===== src/rtl/core/rde_pkg.sv =====
`default_nettype none

package rde_pkg;

	localparam int VALUE_BITS = 31;
	localparam int RADIX_W    = 5;
	localparam int DIGIT_W    = 4;
	localparam int CHAR_W     = 7;
	localparam int DATA_W     = 32;
	localparam int ADDR_W     = 3;
	localparam int REG_IDX_W  = ADDR_W - 2;

	localparam int STEP_BITS  = 4;
	localparam int DIV_CYCLES = (VALUE_BITS + STEP_BITS - 1) / STEP_BITS;
	localparam int DIV_W      = DIV_CYCLES * STEP_BITS;
	localparam int STEP_CNT_W = $clog2(DIV_CYCLES);
	localparam int CNT_W      = $clog2(VALUE_BITS + 1);
	localparam int IDX_W      = $clog2(VALUE_BITS);

	localparam int CQ_DEPTH   = 2;
	localparam int CQ_PTR_W   = $clog2(CQ_DEPTH);
	localparam int CQ_CNT_W   = $clog2(CQ_DEPTH + 1);

	localparam logic [REG_IDX_W-1:0] REG_RADIX = '0;

	localparam logic [RADIX_W-1:0] RADIX_RESET = 5'd10;
	localparam logic [RADIX_W-1:0] RADIX_MIN   = 5'd2;
	localparam logic [RADIX_W-1:0] RADIX_MAX   = 5'd16;

	localparam logic [DIGIT_W-1:0] DECIMAL_LIMIT = 4'd10;
	localparam logic [CHAR_W-1:0]  ASCII_ZERO    = 7'd48;
	localparam logic [CHAR_W-1:0]  ASCII_UPPER_A = 7'd65;

	typedef struct packed {
		logic [VALUE_BITS-1:0] value;
		logic [RADIX_W-1:0]    radix;
	} cmd_t;

	typedef struct packed {
		logic pop;
	} cq_rd_t;

	typedef enum logic [1:0] {
		B_IDLE,
		B_DIV,
		B_EMIT
	} back_state_t;

	function automatic logic [CHAR_W-1:0] digit_to_ascii(input logic [DIGIT_W-1:0] d);
		logic [CHAR_W-1:0] ch;
		if (d < DECIMAL_LIMIT) begin
			ch = ASCII_ZERO + CHAR_W'(d);
		end else begin
			ch = ASCII_UPPER_A + CHAR_W'(d - DECIMAL_LIMIT);
		end
		return ch;
	endfunction

endpackage

`default_nettype wire


===== src/rtl/core/rde_front.sv =====
`default_nettype none

module rde_front
	import rde_pkg::*;
(
	input  wire logic                  clk,
	input  wire logic                  arst_n,
	input  wire logic                  psel,
	input  wire logic                  penable,
	input  wire logic                  pwrite,
	input  wire logic [ADDR_W-1:0]     paddr,
	input  wire logic [DATA_W-1:0]     pwdata,
	output logic      [DATA_W-1:0]     prdata,
	input  wire logic                  push,
	input  wire logic [VALUE_BITS-1:0] value,
	input  wire logic                  cq_full,
	output logic                       cq_push,
	output cmd_t                       cq_cmd
);

	logic [RADIX_W-1:0]   radix_q;
	logic [RADIX_W-1:0]   radix_eff;
	logic [REG_IDX_W-1:0] reg_idx;
	logic                 wr_en;

	assign reg_idx = paddr[ADDR_W-1:2];
	assign wr_en   = psel & penable & pwrite & (reg_idx == REG_RADIX);

	always_ff @(posedge clk or negedge arst_n) begin
		if (!arst_n) begin
			radix_q <= RADIX_RESET;
		end else if (wr_en) begin
			radix_q <= pwdata[RADIX_W-1:0];
		end
	end

	always_comb begin
		prdata = '0;
		if (reg_idx == REG_RADIX) begin
			prdata = DATA_W'(radix_q);
		end
	end

	// clamp to the supported bases
	always_comb begin
		priority if (radix_q < RADIX_MIN) begin
			radix_eff = RADIX_MIN;
		end else if (radix_q > RADIX_MAX) begin
			radix_eff = RADIX_MAX;
		end else begin
			radix_eff = radix_q;
		end
	end

	assign cq_push      = push & ~cq_full;
	assign cq_cmd.value = value;
	assign cq_cmd.radix = radix_eff;

endmodule

`default_nettype wire


===== src/rtl/core/rde_cmd_fifo.sv =====
`default_nettype none

module rde_cmd_fifo
	import rde_pkg::*;
(
	input  wire logic clk,
	input  wire logic arst_n,
	input  wire logic push,
	input  wire cmd_t push_cmd,
	output logic      full,
	input  wire logic rd_pop,
	output logic      rd_valid,
	output cmd_t      rd_cmd
);

	cmd_t                mem_q [CQ_DEPTH];
	logic [CQ_PTR_W-1:0] wr_ptr_q;
	logic [CQ_PTR_W-1:0] rd_ptr_q;
	logic [CQ_CNT_W-1:0] count_q;
	logic                do_push;
	logic                do_pop;

	assign full     = (count_q == CQ_CNT_W'(CQ_DEPTH));
	assign rd_valid = (count_q != '0);
	assign rd_cmd   = mem_q[rd_ptr_q];
	assign do_push  = push & ~full;
	assign do_pop   = rd_pop & rd_valid;

	always_ff @(posedge clk) begin
		if (do_push) begin
			mem_q[wr_ptr_q] <= push_cmd;
		end
	end

	always_ff @(posedge clk or negedge arst_n) begin
		if (!arst_n) begin
			wr_ptr_q <= '0;
			rd_ptr_q <= '0;
			count_q  <= '0;
		end else begin
			if (do_push) begin
				wr_ptr_q <= (wr_ptr_q == CQ_PTR_W'(CQ_DEPTH - 1)) ? '0 : wr_ptr_q + 1'b1;
			end
			if (do_pop) begin
				rd_ptr_q <= (rd_ptr_q == CQ_PTR_W'(CQ_DEPTH - 1)) ? '0 : rd_ptr_q + 1'b1;
			end
			unique case ({do_push, do_pop})
				2'b10:   count_q <= count_q + 1'b1;
				2'b01:   count_q <= count_q - 1'b1;
				default: count_q <= count_q;
			endcase
		end
	end

endmodule

`default_nettype wire


===== src/rtl/core/rde_back.sv =====
`default_nettype none

module rde_back
	import rde_pkg::*;
(
	input  wire logic               clk,
	input  wire logic               arst_n,
	input  wire cmd_t               cmd,
	output cq_rd_t                  cq,
	input  wire logic               cmd_valid,
	input  wire logic               pop,
	output logic                    empty,
	output logic      [CHAR_W-1:0]  digit_char,
	output logic                    last
);

	back_state_t           state_q;
	back_state_t           state_d;
	logic [DIV_W-1:0]      work_q;
	logic [DIGIT_W-1:0]    rem_q;
	logic [RADIX_W-1:0]    radix_q;
	logic [STEP_CNT_W-1:0] step_q;
	logic [CNT_W-1:0]      cnt_q;
	logic [DIGIT_W-1:0]    stack_q [VALUE_BITS];
	logic                  out_valid_q;
	logic [CHAR_W-1:0]     out_char_q;
	logic                  out_last_q;

	logic                  start;
	logic                  div_en;
	logic                  div_last;
	logic                  emit_load;
	logic                  div_finish;
	logic [DIV_W-1:0]      work_d;
	logic [DIGIT_W-1:0]    rem_d;
	logic [RADIX_W:0]      trial;
	logic [CNT_W-1:0]      cnt_inc;
	logic [IDX_W-1:0]      top_idx;

	// restoring division, STEP_BITS quotient bits per cycle
	always_comb begin
		work_d = work_q;
		rem_d  = rem_q;
		trial  = '0;
		for (int i = 0; i < STEP_BITS; i++) begin
			trial  = {1'b0, rem_d, work_d[DIV_W-1]};
			work_d = {work_d[DIV_W-2:0], 1'b0};
			if (trial >= {1'b0, radix_q}) begin
				trial     = trial - {1'b0, radix_q};
				work_d[0] = 1'b1;
			end
			rem_d = trial[DIGIT_W-1:0];
		end
	end

	assign div_last   = (step_q == STEP_CNT_W'(DIV_CYCLES - 1));
	assign cnt_inc    = cnt_q + 1'b1;
	assign div_finish = (work_d == '0) || (cnt_inc == CNT_W'(VALUE_BITS));
	assign top_idx    = IDX_W'(cnt_q - 1'b1);

	always_comb begin
		state_d = state_q;
		unique case (state_q)
			B_IDLE: begin
				if (cmd_valid) begin
					state_d = B_DIV;
				end
			end
			B_DIV: begin
				if (div_last && div_finish) begin
					state_d = B_EMIT;
				end
			end
			B_EMIT: begin
				if (emit_load && (cnt_q == CNT_W'(1))) begin
					state_d = B_IDLE;
				end
			end
			default: state_d = B_IDLE;
		endcase
	end

	always_comb begin
		start     = 1'b0;
		div_en    = 1'b0;
		emit_load = 1'b0;
		unique case (state_q)
			B_IDLE:  start     = cmd_valid;
			B_DIV:   div_en    = 1'b1;
			B_EMIT:  emit_load = ~out_valid_q | pop;
			default: start     = 1'b0;
		endcase
	end

	assign cq.pop = start;

	always_ff @(posedge clk) begin
		if (start) begin
			work_q  <= DIV_W'(cmd.value);
			rem_q   <= '0;
			radix_q <= cmd.radix;
		end else if (div_en) begin
			if (div_last) begin
				stack_q[cnt_q[IDX_W-1:0]] <= rem_d;
				rem_q                     <= '0;
			end else begin
				rem_q <= rem_d;
			end
			work_q <= work_d;
		end
		if (emit_load) begin
			out_char_q <= digit_to_ascii(stack_q[top_idx]);
			out_last_q <= (cnt_q == CNT_W'(1));
		end
	end

	always_ff @(posedge clk or negedge arst_n) begin
		if (!arst_n) begin
			state_q     <= B_IDLE;
			step_q      <= '0;
			cnt_q       <= '0;
			out_valid_q <= 1'b0;
		end else begin
			state_q <= state_d;
			if (start) begin
				step_q <= '0;
				cnt_q  <= '0;
			end else if (div_en) begin
				step_q <= div_last ? '0 : step_q + 1'b1;
				if (div_last) begin
					cnt_q <= cnt_inc;
				end
			end else if (emit_load) begin
				cnt_q <= cnt_q - 1'b1;
			end
			if (emit_load) begin
				out_valid_q <= 1'b1;
			end else if (pop) begin
				out_valid_q <= 1'b0;
			end
		end
	end

	assign empty      = ~out_valid_q;
	assign digit_char = out_char_q;
	assign last       = out_last_q;

endmodule

`default_nettype wire


===== src/rtl/core/radix_digit_emitter.sv =====
// channel   dir  transfer when        payload
// config    in   psel&penable&pwrite  pwdata -> radix (paddr 0)
// value     in   push & !full         value
// digit     out  pop & !empty         digit_char, last
//
// The divider yields an item's digits one at a time (four quotient bits a cycle);
// they are then emitted most significant first, one digit a cycle while pop is held.
// Reset clears the control state and sets radix to 10; no clearing pass follows.
// A two-entry command queue lets new values be taken while the divider is busy;
// the output register lets the next conversion start while a digit waits.
`default_nettype none

module radix_digit_emitter
	import rde_pkg::*;
(
	input  wire logic                  clk,
	input  wire logic                  arst_n,
	input  wire logic                  psel,
	input  wire logic                  penable,
	input  wire logic                  pwrite,
	input  wire logic [ADDR_W-1:0]     paddr,
	input  wire logic [DATA_W-1:0]     pwdata,
	output logic      [DATA_W-1:0]     prdata,
	output logic                       pready,
	input  wire logic                  push,
	output logic                       full,
	input  wire logic [VALUE_BITS-1:0] value,
	output logic                       empty,
	input  wire logic                  pop,
	output logic      [CHAR_W-1:0]     digit_char,
	output logic                       last
);

	cmd_t   fe_cmd;
	cmd_t   be_cmd;
	logic   fe_push;
	logic   cq_full;
	logic   cq_valid;
	cq_rd_t cq_rd;

	assign pready = 1'b1;
	assign full   = cq_full;

	rde_front u_front (
		.clk     (clk),
		.arst_n  (arst_n),
		.psel    (psel),
		.penable (penable),
		.pwrite  (pwrite),
		.paddr   (paddr),
		.pwdata  (pwdata),
		.prdata  (prdata),
		.push    (push),
		.value   (value),
		.cq_full (cq_full),
		.cq_push (fe_push),
		.cq_cmd  (fe_cmd)
	);

	rde_cmd_fifo u_cmd_fifo (
		.clk      (clk),
		.arst_n   (arst_n),
		.push     (fe_push),
		.push_cmd (fe_cmd),
		.full     (cq_full),
		.rd_pop   (cq_rd.pop),
		.rd_valid (cq_valid),
		.rd_cmd   (be_cmd)
	);

	rde_back u_back (
		.clk        (clk),
		.arst_n     (arst_n),
		.cmd        (be_cmd),
		.cq         (cq_rd),
		.cmd_valid  (cq_valid),
		.pop        (pop),
		.empty      (empty),
		.digit_char (digit_char),
		.last       (last)
	);

endmodule

`default_nettype wire


===== config.mk =====
export PLATFORM = sky130hd
export DESIGN_NAME = radix_digit_emitter
export DESIGN_NICKNAME = d
export VERILOG_FILES = /design/src/rtl/core/rde_pkg.sv /design/src/rtl/core/rde_front.sv /design/src/rtl/core/rde_cmd_fifo.sv /design/src/rtl/core/rde_back.sv /design/src/rtl/core/radix_digit_emitter.sv
export SDC_FILE = /design/constraint.sdc
export NUM_CORES = 1
export LEC_CHECK = 0
export BUFFER_PORTS_ARGS = -buffer_cell sky130_fd_sc_hd__buf_4
export CAP_MARGIN = 10
export CORE_MARGIN = 3
export CORE_UTILIZATION = 35
export CTS_CLUSTER_DIAMETER = 80
export CTS_CLUSTER_SIZE = 24
export DETAILED_ROUTE_END_ITERATION = 6
export SETUP_SLACK_MARGIN = 0.2
export SYNTH_ARGS = -nofsm -noshare
export SYNTH_HDL_FRONTEND = slang
export SYNTH_HIERARCHICAL = 1
export SYNTH_SLANG_ARGS = --single-unit

===== constraint.sdc =====
create_clock -name clk -period 6.4 [get_ports clk]
set_input_delay 0.64 -clock clk [delete_from_list [all_inputs] [get_ports clk]]
set_output_delay 0.64 -clock clk [all_outputs]
set_load 0.01 [all_outputs]

==> impl_results.html <==
<table>
<tr><th>Metric</th><th>Value</th></tr>
<tr><th colspan="2">Outcome</th></tr>
<tr><td>Status</td><td>finished clean</td></tr>
<tr><th colspan="2">Place</th></tr>
<tr><td>Global placer's final weighted congestion</td><td>0.744</td></tr>
<tr><td>Quantity of I/O buffers inserted on ports</td><td>58</td></tr>
<tr><td>Post-detail-place hpwl</td><td>15100 um</td></tr>
<tr><th colspan="2">STA</th></tr>
<tr><td>RSZ-0062 raised after global routing</td><td>no</td></tr>
<tr><td>Max-slew headroom</td><td>24.4%</td></tr>
<tr><td>Slew @ Worst Pin</td><td>1.13 ns</td></tr>
<tr><td>Min Clock Period, post-route</td><td>5.70 ns</td></tr>
<tr><td>Maximum operating frequency</td><td>176 MHz</td></tr>
<tr><td>Final hold violations</td><td>0</td></tr>
<tr><td>Period utilisation layout</td><td>89.0%</td></tr>
<tr><td>Worst-case clock skew</td><td>0.0354 ns</td></tr>
<tr><td>Final sum of negative setup slack</td><td>0 ns</td></tr>
<tr><td>Final setup vio count</td><td>0</td></tr>
<tr><td>Max Transition Viols Final</td><td>0</td></tr>
<tr><th colspan="2">Logic synthesis</th></tr>
<tr><td>Compound-gate portion of the synthesized area</td><td>3.94%</td></tr>
<tr><td>Library cell with the highest instance count after synthesis</td><td>sky130_fd_sc_hd__edfxtp_1</td></tr>
<tr><td>Number of distinct standard cells referenced by the synthesized netlist</td><td>68</td></tr>
<tr><td>Combinational family with the most area after synthesis</td><td>multiplexers</td></tr>
<tr><td>Leading post-synthesis cells by instance count</td><td>240 x sky130_fd_sc_hd__edfxtp_1, 109 x sky130_fd_sc_hd__nand2_1, 65 x sky130_fd_sc_hd__nor2_1</td></tr>
<tr><td>Post-synthesis instance area</td><td>12300 sq um</td></tr>
<tr><td>Post-synthesis simple-gate area fraction</td><td>9.18%</td></tr>
<tr><td>Synthesized-area fraction occupied by adder cells</td><td>4.00%</td></tr>
<tr><td>Library cell with the largest summed area after synthesis</td><td>sky130_fd_sc_hd__edfxtp_1</td></tr>
<tr><td>Area share of xor/xnor cells in the synthesized design</td><td>1.78%</td></tr>
<tr><td>Synth warn</td><td>6</td></tr>
<tr><td>Post-synth top flop</td><td>sky130_fd_sc_hd__edfxtp_1</td></tr>
<tr><td>Ranking of synthesized cells by area</td><td>sky130_fd_sc_hd__edfxtp_1 58%, sky130_fd_sc_hd__mux4_2 5.8%, sky130_fd_sc_hd__mux2_2 4.5%</td></tr>
<tr><td>Async SR Flop Fraction</td><td>7.55%</td></tr>
<tr><td>Yosys top cell area share</td><td>58.5%</td></tr>
<tr><td>Post-synth EDFFs</td><td>240</td></tr>
<tr><td>Post-synthesis mux area share</td><td>11.8%</td></tr>
<tr><td>Instance count of the mapped netlist</td><td>855</td></tr>
<tr><td>Synthesized area per cell</td><td>14.4 sq um</td></tr>
<tr><td>Number of flip-flops and latches in the synthesized netlist</td><td>265</td></tr>
<tr><td>Share of the yosys chip area belonging to registers</td><td>63.4%</td></tr>
<tr><th colspan="2">Global route</th></tr>
<tr><td>Via count of the first global-routing pass</td><td>6574</td></tr>
<tr><td>Number of antenna violations at the first check in global routing</td><td>0</td></tr>
<tr><td>Wire length of the first global-routing pass</td><td>36400 um</td></tr>
<tr><td>Maximum number of pins on one net before global-route repair</td><td>41</td></tr>
<tr><td>Combined global-route utilization of all metal layers</td><td>12.0%</td></tr>
<tr><td>Final global-route overflow total</td><td>0</td></tr>
<tr><th colspan="2">Floorplanning</th></tr>
<tr><td>I/O pin cnt</td><td>116</td></tr>
<tr><td>Number of rows created at floorplan</td><td>68</td></tr>
<tr><td>Die H</td><td>194 um</td></tr>
<tr><td>Area of the core</td><td>34600 sq um</td></tr>
<tr><td>Initial core utilization</td><td>35.6%</td></tr>
<tr><td>Die X-Extent</td><td>194 um</td></tr>
<tr><td>Die ar.</td><td>37500 sq um</td></tr>
<tr><th colspan="2">Routing</th></tr>
<tr><td>Total number of vias</td><td>6440</td></tr>
<tr><td>Total routed wirelength</td><td>22400 um</td></tr>
<tr><td>Routed WL per cell</td><td>16.5 um</td></tr>
<tr><td>Iteration-0 DRC count of the detailed router</td><td>399</td></tr>
<tr><td>Post-route DRC violation count</td><td>0</td></tr>
<tr><td>Remaining antenna violation count after routing</td><td>0</td></tr>
<tr><td>Count of TritonRoute iterations in the first routing pass</td><td>4</td></tr>
<tr><td>Routed vias/inst</td><td>4.75</td></tr>
<tr><th colspan="2">Clock tree</th></tr>
<tr><td>Hold buffer count at cts</td><td>0</td></tr>
<tr><td>Clock Tree Root</td><td>sky130_fd_sc_hd__clkbuf_16</td></tr>
<tr><td>TritonCTS buffer count</td><td>15</td></tr>
<tr><td>Number of buffers added for setup after CTS</td><td>0</td></tr>
<tr><td>CTS tree</td><td>built</td></tr>
<tr><td>Number of buffers on the longest clock path</td><td>3</td></tr>
<tr><td>Number of levels in the clock H-tree</td><td>1</td></tr>
<tr><td>Clock sink total</td><td>265</td></tr>
<tr><td>Latest clock arrival within the worst-skew pair</td><td>0.50 ns</td></tr>
<tr><td>Clock edge transition at the registers on the reported setup and hold paths</td><td>0.09 ns</td></tr>
<tr><th colspan="2">Cells and area</th></tr>
<tr><td>Share of post-route cells with drive strength above 1</td><td>23.2%</td></tr>
<tr><td>Number of diodes added for antenna fixing</td><td>0</td></tr>
<tr><td>Area grow syn2layout</td><td>9.67%</td></tr>
<tr><td>Number of nets in the layout</td><td>1002</td></tr>
<tr><th colspan="2">Hold path</th></tr>
<tr><td>Hold crit path type</td><td>primary input to async pin</td></tr>
<tr><th colspan="2">Worst setup path</th></tr>
<tr><td>Family with the most delay on the worst path</td><td>compound AO/OA/AOI/OAI gates</td></tr>
<tr><td>Crit start category</td><td>flop</td></tr>
<tr><td>Largest fanout of any net on the critical path</td><td>31</td></tr>
<tr><td>Arrival time at the worst endpoint</td><td>5.94 ns</td></tr>
<tr><td>Classification of the worst setup path</td><td>flop to flop</td></tr>
<tr><td>Capturing element type of the critical path</td><td>flop</td></tr>
<tr><td>Crit path max-delay cell type</td><td>sky130_fd_sc_hd__edfxtp_1</td></tr>
<tr><td>Buffers plus inverters on the worst setup path</td><td>5</td></tr>
<tr><td>CP peak stage delay</td><td>0.40 ns</td></tr>
<tr><td>Data required time of the critical path</td><td>6.64 ns</td></tr>
<tr><th colspan="2">Job</th></tr>
<tr><td>Total of max-cap violations</td><td>0</td></tr>
</table>
==> per-layer routing <==
layer | GRT usage (%) | share of wire [%] | vias up
li1 | - | - | 3130
met1 | 16.5 | 44 | 3159
met2 | 20.3 | 50 | 130
met3 | 1.65 | 4.2 | 21
met4 | 2.76 | 1.7 | 0
met5 | 0 | 0 | -
==> cell families (layout without fill, tap and decap cells) <==
family                     after synthesis  after routing
AOI/OAI and AO/OA                       75             75
xor gates and xnor gates                22             22
adders and majority gates               37             37
buffers and inverters                  116            136
DFF                                    265            265
muxes                                   96             96
other                                    2             28
and+or+nand+nor                        242            242
==> timing repair <==
| action | 4_1_cts | 5_1_grt |
|---|---|---|
| resized for setup | 1 | 5 |
| pin swaps | 0 | 0 |
| endpoints found under the setup margin | 31 | 129 |
==> stage by stage <==
step	setup WS, ns	instances	util [%]	cell area, sq um	hold slack (ns)
2_1_floorplan	0.239	881	-	12400	0.344
3_3_place_gp	0.313	1330	37.7	13100	0.446
3_5_place_dp	0.211	1330	37.7	13100	0.453
4_1_cts	0.354	1356	39.0	13500	0.00136
5_1_grt	0.200	1356	39.0	13500	0.0108
6_report	0.703	1356	39.0	13500	0.0140
==> placed cells by master, fill, tap and decap left out, types with 21 or more instances in the layout <==
cell type                    n
sky130_fd_sc_hd__a21oi_1    21
sky130_fd_sc_hd__buf_4      81
sky130_fd_sc_hd__conb_1     28
sky130_fd_sc_hd__edfxtp_1  240
sky130_fd_sc_hd__ha_1       33
sky130_fd_sc_hd__inv_1      25
sky130_fd_sc_hd__mux2_2     49
sky130_fd_sc_hd__mux4_2     32
sky130_fd_sc_hd__nand2_1   109
sky130_fd_sc_hd__nor2_1     64
==> worst paths after layout <==
path,from,end,slack [ns],depth (start not counted)
max,u_back/radix_q[0],u_back/stack_q[2][1],0.70,26
max reg2reg,u_back/radix_q[0],u_back/stack_q[2][1],0.70,26
min,arst_n,u_back/out_valid_q,0.01,1
min in group clk,value[25],u_cmd_fifo/mem_q[1][30],0.32,1
max in group asynchronous,arst_n,u_front/radix_q[3],6.10,1
min reg2reg,u_back/work_q[31],u_back/work_q[31],0.47,2
==> flip-flops by register name (all words and copies together), names as in the netlist <==
| register | cells |
|---|---|
| u_cmd_fifo/count_q | 2 |
| u_back/work_q | 32 |
| u_cmd_fifo/wr_ptr_q | 1 |
| u_cmd_fifo/mem_q | 72 |
| u_back/cnt_q | 5 |
| u_back/step_q | 3 |
| u_back/rem_q | 4 |
| u_back/last | 1 |
| u_back/stack_q | 124 |
| u_back/state_q | 2 |
| u_front/radix_q | 5 |
| u_back/digit_char | 7 |
| u_back/radix_q | 5 |
| u_cmd_fifo/rd_ptr_q | 1 |
| u_back/out_valid_q | 1 |
==> layout make-up <==
cell class                 instances  area [sq um]
clock buffer                      22           402
timing repair buffer              84           668
inverter                          26          97.6
sequential                       265          7810
multi-input combinational        500          3930
tap                              455           569
fill                            3229         21100
clock inverter                     4          36.3
==> worst reg2reg max path, cell delays in order, from the launching register on <==
cell and delay (ns):
sky130_fd_sc_hd__edfxtp_1 0.40, sky130_fd_sc_hd__ha_1 0.34, sky130_fd_sc_hd__nand2b_1 0.15, sky130_fd_sc_hd__a21o_1 0.17, sky130_fd_sc_hd__a21oi_1 0.22, sky130_fd_sc_hd__o211a_1 0.22, sky130_fd_sc_hd__a21o_1 0.15, sky130_fd_sc_hd__inv_1 0.06
sky130_fd_sc_hd__ha_1 0.29, sky130_fd_sc_hd__a21o_1 0.13, sky130_fd_sc_hd__a21oi_2 0.08, sky130_fd_sc_hd__o21ai_4 0.27, sky130_fd_sc_hd__mux2i_1 0.27, sky130_fd_sc_hd__ha_1 0.28, sky130_fd_sc_hd__a21o_1 0.17, sky130_fd_sc_hd__a21oi_1 0.15
sky130_fd_sc_hd__o21ai_0 0.12, sky130_fd_sc_hd__buf_4 0.19, sky130_fd_sc_hd__and2_0 0.14, sky130_fd_sc_hd__nor3_1 0.26, sky130_fd_sc_hd__inv_1 0.07, sky130_fd_sc_hd__ha_1 0.31, sky130_fd_sc_hd__nand2_1 0.07, sky130_fd_sc_hd__o21ai_1 0.20
sky130_fd_sc_hd__buf_4 0.18, sky130_fd_sc_hd__mux2_2 0.37, sky130_fd_sc_hd__buf_12 0.18
Power is left out: the tool's default activity adds up to more than one toggle a clock period on the data nets, which glitch-free logic cannot reach.
